$ cat src/rtl/scfpm_pkg.sv
`timescale 1ns / 1ps
`default_nettype none
// ----------------------------------------------------------------------------
// scfpm_pkg: shared types and constants of the cone filter
// Fixed-point constants, CORDIC arctangent table, item records and register
// indexes used across the proper-motion, reduction, CORDIC and dot stages.
// ----------------------------------------------------------------------------
package scfpm_pkg;

  // Proper motion scale: 2^68 * pi / (180*3600*1000*100*256), rounded down.
  localparam logic [25:0] PM_SCALE = 26'd55895211;
  localparam logic signed [31:0] HALF_PI_Q28    = 32'sd421657428;
  localparam logic signed [31:0] QUARTER_PI_Q28 = 32'sd210828714;
  localparam logic signed [32:0] CORDIC_INV_GAIN = 33'sd652032874;
  localparam logic signed [32:0] ONE_Q30 = 33'sd1073741824;
  localparam int CORDIC_STAGES_DEF = 28;
  localparam int RED_STEPS = 5;

  localparam logic [2:0] CLS_NULL    = 3'd6;
  localparam logic [2:0] CLS_INVALID = 3'd7;
  localparam logic signed [15:0] CLS_COUNT = 16'sd6;

  typedef enum logic [2:0] {
    REG_CENTER_X   = 3'd0,
    REG_CENTER_Y   = 3'd1,
    REG_CENTER_Z   = 3'd2,
    REG_MIN_COSINE = 3'd3,
    REG_EPOCH      = 3'd4,
    REG_MAG_NULL   = 3'd5,
    REG_CLASS_NULL = 3'd6
  } cfg_reg_e;

  typedef enum logic [1:0] {
    QUAD_0 = 2'd0,
    QUAD_1 = 2'd1,
    QUAD_2 = 2'd2,
    QUAD_3 = 2'd3
  } quad_e;

  typedef struct packed {
    logic [31:0]        star_id;
    logic signed [31:0] ra;
    logic signed [31:0] dec;
    logic signed [23:0] ra_motion;
    logic signed [23:0] dec_motion;
    logic signed [15:0] magnitude;
    logic signed [15:0] class_code;
  } star_t;

  typedef struct packed {
    logic [31:0]        star_id;
    logic signed [31:0] ra;
    logic signed [31:0] dec;
    logic signed [15:0] magnitude;
    logic               mag_null;
    logic [2:0]         cls;
  } side_t;

  typedef struct packed {
    side_t              side;
    quad_e              kr;
    quad_e              kd;
    logic signed [32:0] xr;
    logic signed [32:0] yr;
    logic signed [31:0] zr;
    logic signed [32:0] xd;
    logic signed [32:0] yd;
    logic signed [31:0] zd;
  } cord_t;

  function automatic logic signed [31:0] atan_q30(input logic [4:0] idx);
    logic signed [31:0] a;
    case (idx)
      5'd0:  a = 32'sd843314856;
      5'd1:  a = 32'sd497837829;
      5'd2:  a = 32'sd263043836;
      5'd3:  a = 32'sd133525158;
      5'd4:  a = 32'sd67021686;
      5'd5:  a = 32'sd33543515;
      5'd6:  a = 32'sd16775850;
      5'd7:  a = 32'sd8388437;
      5'd8:  a = 32'sd4194282;
      5'd9:  a = 32'sd2097149;
      5'd10: a = 32'sd1048575;
      5'd11: a = 32'sd524287;
      5'd12: a = 32'sd262143;
      5'd13: a = 32'sd131071;
      5'd14: a = 32'sd65535;
      5'd15: a = 32'sd32767;
      5'd16: a = 32'sd16383;
      5'd17: a = 32'sd8191;
      5'd18: a = 32'sd4095;
      5'd19: a = 32'sd2047;
      5'd20: a = 32'sd1023;
      5'd21: a = 32'sd511;
      5'd22: a = 32'sd255;
      5'd23: a = 32'sd127;
      5'd24: a = 32'sd63;
      5'd25: a = 32'sd31;
      5'd26: a = 32'sd15;
      5'd27: a = 32'sd7;
      5'd28: a = 32'sd3;
      5'd29: a = 32'sd1;
      default: a = 32'sd0;
    endcase
    return a;
  endfunction

  // Multiple of pi/2 for a quadrant count of -5..5.
  function automatic logic signed [32:0] half_pi_mul(input logic signed [3:0] k);
    logic signed [32:0] v;
    case (k)
      4'sd1:  v = 33'sd421657428;
      4'sd2:  v = 33'sd843314856;
      4'sd3:  v = 33'sd1264972284;
      4'sd4:  v = 33'sd1686629712;
      4'sd5:  v = 33'sd2108287140;
      -4'sd1: v = -33'sd421657428;
      -4'sd2: v = -33'sd843314856;
      -4'sd3: v = -33'sd1264972284;
      -4'sd4: v = -33'sd1686629712;
      -4'sd5: v = -33'sd2108287140;
      default: v = 33'sd0;
    endcase
    return v;
  endfunction

endpackage
`default_nettype wire

$ cat src/rtl/scfpm_cell.sv
`timescale 1ns / 1ps
`default_nettype none
// ----------------------------------------------------------------------------
// scfpm_cell: one CORDIC rotation
// Rotates the right ascension and declination vectors by the arctangent of
// 2^-IDX toward zero residual angle, then passes the item to the next cell.
// ----------------------------------------------------------------------------
module scfpm_cell #(
  parameter int IDX = 0
) (
  input  wire                    clk_i,
  input  wire                    rst_ni,
  input  wire                    in_valid_i,
  output logic                   in_ready_o,
  input  wire scfpm_pkg::cord_t  in_data_i,
  output logic                   out_valid_o,
  input  wire                    out_ready_i,
  output scfpm_pkg::cord_t       out_data_o
);

  logic v_q, rdy;
  scfpm_pkg::cord_t cord_d, cord_q;
  logic signed [31:0] atan_c;

  assign atan_c = scfpm_pkg::atan_q30(5'(IDX));
  assign rdy = !v_q || out_ready_i;
  assign in_ready_o = rdy;

  always_comb begin
    cord_d = in_data_i;
    if (in_data_i.zr >= 32'sd0) begin
      cord_d.xr = in_data_i.xr - (in_data_i.yr >>> IDX);
      cord_d.yr = in_data_i.yr + (in_data_i.xr >>> IDX);
      cord_d.zr = in_data_i.zr - atan_c;
    end else begin
      cord_d.xr = in_data_i.xr + (in_data_i.yr >>> IDX);
      cord_d.yr = in_data_i.yr - (in_data_i.xr >>> IDX);
      cord_d.zr = in_data_i.zr + atan_c;
    end
    if (in_data_i.zd >= 32'sd0) begin
      cord_d.xd = in_data_i.xd - (in_data_i.yd >>> IDX);
      cord_d.yd = in_data_i.yd + (in_data_i.xd >>> IDX);
      cord_d.zd = in_data_i.zd - atan_c;
    end else begin
      cord_d.xd = in_data_i.xd + (in_data_i.yd >>> IDX);
      cord_d.yd = in_data_i.yd - (in_data_i.xd >>> IDX);
      cord_d.zd = in_data_i.zd + atan_c;
    end
  end

  always_ff @(posedge clk_i or negedge rst_ni) begin
    if (!rst_ni) begin
      v_q <= 1'b0;
    end else if (rdy) begin
      v_q <= in_valid_i;
    end
  end

  always_ff @(posedge clk_i) begin
    if (rdy && in_valid_i) begin
      cord_q <= cord_d;
    end
  end

  assign out_valid_o = v_q;
  assign out_data_o  = cord_q;

endmodule
`default_nettype wire

$ cat config.mk
export PLATFORM = sky130hd
export DESIGN_NAME = scfpm_cell
export DESIGN_NICKNAME = d
export VERILOG_FILES = /design/src/rtl/scfpm_pkg.sv /design/src/rtl/scfpm_cell.sv
export SDC_FILE = /design/constraint.sdc
export NUM_CORES = 1
export LEC_CHECK = 0
export ABC_AREA = 0
export BUFFER_PORTS_ARGS = -buffer_cell sky130_fd_sc_hd__buf_2
export CAP_MARGIN = 20
export CORE_AREA = 2 2 251 253
export DETAILED_ROUTE_END_ITERATION = 6
export DIE_AREA = 0 0 253 255
export PLACE_DENSITY = 0.63
export SYNTH_ARGS = -nofsm -noshare
export SYNTH_HDL_FRONTEND = slang
export SYNTH_SLANG_ARGS = --single-unit
$ cat constraint.sdc
create_clock -name clk_i -period 9.5 [get_ports clk_i]
set_input_delay 0 -clock clk_i [delete_from_list [all_inputs] [get_ports clk_i]]
set_output_delay 0 -clock clk_i [all_outputs]
set_load 0.02 [all_outputs]
==> metrics.txt <==
HP Class=primary input to flip-flop; IO Pins=638; Initial Utilization=37.1%; Commonest cells post-synth=314 x edfxtp_1, 271 x a21oi_1, 246 x ha_1; hpwl dp=62700 um; final hold vios=0; CTS root buffer=clkbuf_16; Synth Register Bits=315; asr flop ratio synth=0.317%; Core ar.=0.0622 sq mm; crit-path max FO=5; leak pwr=13.4 nW; GRT Total Usage=23.9%; GPL Wtd Cong=0.999; Placed Instance Area=0.0269 sq mm; Final Non-Filler Cells=4009; initial antenna violation count=13; drt drc=1; CP max stage cell=o41ai_2; Mapped Nets=2962; htree depth=2; GRT Residual Overflow=0; Synth Flop Type=edfxtp_1; Clock Skews=0.0160 ns; clk buf depth=3; most numerous cell on the critical path=dlygate4sd3_1; die height=255 um; Post-synth EDFFs=314; Avg Inst Size Synth=9.65 sq um; Reg2Reg Launch Point=out_valid_o; Clock Pin Slew Worst Setup and Hold Paths=0.06 ns; combined area of the multi-input logic cells=0.0124 sq mm; WP data arrival=3.95 ns; DRT antenna net count=0; Critical path origin=in_data_i[5]; Yosys top cell by area=edfxtp_1; detailed router's first-iteration violation count=2082; Worst-Margin Slew=1.05 ns; ratio of cells with drive above 1 in the final layout=23.0%; worst stage delay on the critical path=0.57 ns; RSZ-0062 raised after global routing=false; largest net degree at the start of global routing=162; max-slew violation count=0; cts repair resizes=0; CTS tree=yes; status=complete, but fails checks; YS warnings=0; startpoint types=primary input; Mapped Cells=2388; # fillers=5840; final net count=3744; Seq/Total Area, Yosys=41.0%; power per cell area=156 mW/mm^2; worst skew pair latency=0.56 ns; Max Clk Rate=284 MHz; fin crit period=3.52 ns; die width=253 um; synth top area cells=edfxtp_1 41%, ha_1 13%, a21oi_1 5.9%, xnor2_1 5.2%, inv_1 3.6%; Synth-to-Final Area Change=30.6%; Crit path required time=9.93 ns; crit end category=flip-flop; Reg area=0.00945 sq mm; final WL=81300 um; slew margin rel.=30.3%; Worst Hold Launch=in_data_i[120]; setup violators final=0; drt first pass iters=7; Netlist cell types=78; number of global-route vias before repair=20302; DR WL/cell=20.3 um; crit path cell chain=dlygate4sd3_1, buf_2, ha_1, nor2b_1, o21ai_1, a21boi_0, o31ai_1, a21oi_1, o41ai_2, nor4_1, o41a_1, a31oi_1, dlygate4sd3_1; wire length of the first global-routing pass=120000 um; count leader, synth=edfxtp_1; Fin Setup TNS=0 ns; vias per cell=5.36; WHS=0.0442 ns; CTS buffer count=39; Port Buffer Count=637; failing checks=design-rule violations; maxcap violations=0; full die area=0.0645 sq mm; clock sinks=315; Final Instance Area=0.0301 sq mm; via count=21475; cell area after synthesis=0.0230 sq mm; num rows=92; share of the synthesized area in the top cell type=40.9%; Placed Instances=3741; Worst VDD drop=0.120 mV; Crit Path Category=primary input to flip-flop; crit share post-route=37.0%
placed cells by master, fill, tap and decap left out, types with 18 or more instances in the layout:
master         Yosys  layout
clkbuf_16          0      39
nor2_1           180     180
nor2b_1           27      27
o211ai_1          18      18
o21bai_1          36      36
mux2i_1           25      25
xnor2_1          137     137
a211oi_1          25      25
o21ai_0          159     159
a21o_1            78      78
buf_2             10     635
o31ai_1           23      23
inv_1            221     220
nand3_1           36      36
nand2b_1          33      33
a21oi_1          271     271
dlygate4sd3_1      0     187
a31oi_1           22      22
nor3_1            32      32
edfxtp_1         314     314
ha_1             246     246
nand4_1           19      19
nand2_1          127     127
xor2_1            30      30
sequential cells by signal (all words and copies together), names as in the netlist:
name,count
out_valid_o,1
out_data_o,314
kinds of logic (layout without fill, tap and decap cells):
family / count (synthesis) / count (layout) / share of synthesized area [%]
xor+xnor: 167 / 167 / 6.35
flops: 315 / 315 / 41.0
simple gates: 545 / 545 / 11.3
buf+inv: 319 / 1130 / 5.30
other cells: 0 / 11 / 0
mux: 26 / 26 / 1.14
fa+ha+maj: 254 / 254 / 14.1
compound gates: 762 / 762 / 20.9
metal layers:
metal	wire length, um	GRT usage (%)
met1	33800	31.0
met2	38500	39.6
met3	6220	4.53
met4	2860	9.06
met5	21	0
worst max-delay path, delay by kind of cell:
family	cells	cell delay, ns
buffers and inverters	3	1.23
adder cells (fa/ha/maj)	1	0.34
AND/OR/NAND/NOR	2	0.32
AO/OA/AOI/OAI	7	2.06
through the flow:
step           total power, W  utilization (%)  worst slack [ns]
3_5_place_dp          0.00315             43.3              6.03
3_3_place_gp          0.00315             43.3              6.16
6_report              0.00469             48.4              5.98
5_1_grt               0.00490             48.4              5.80
2_1_floorplan         0.00271                -             0.931
4_1_cts               0.00471             48.4              6.11
path summary, 6_finish.rpt:
kind / endpoint / slack [ns] / depth (start not counted)
max: out_data_o[31] / 5.98 / 13
min: out_data_o[121] / 0.04 / 4
max reg2reg: out_data_o[98] / 6.24 / 4
min reg2reg: out_data_o[73] / 1.19 / 2
max in group asynchronous: out_valid_o / 9.14 / 3
min in group asynchronous: out_valid_o / 0.26 / 3
report_power, final:
| part | total (W) | internal (W) | switching, W |
|---|---|---|---|
| Sequential | 0.00176 | 0.00172 | 0.0000384 |
| Combinational | 0.00147 | 0.000549 | 0.000918 |
| Clock | 0.00146 | 0.000835 | 0.000628 |
repair_timing:
item / in CTS / in global routing
setup buffers: 0 / 0
endpoints found under the hold margin: 179 / 0
hold buffers: 187 / 0
final cells by class:
class	instances	area share, %
timing repair buffer	832	17.1
clock buffer	48	3.42
antenna	11	0.0915
inverter	228	2.84
multi-input combinational	1754	41.1
tap	799	3.32
sequential	315	31.4
clock inverter	22	0.728
(Power assumes the default switching activity.)
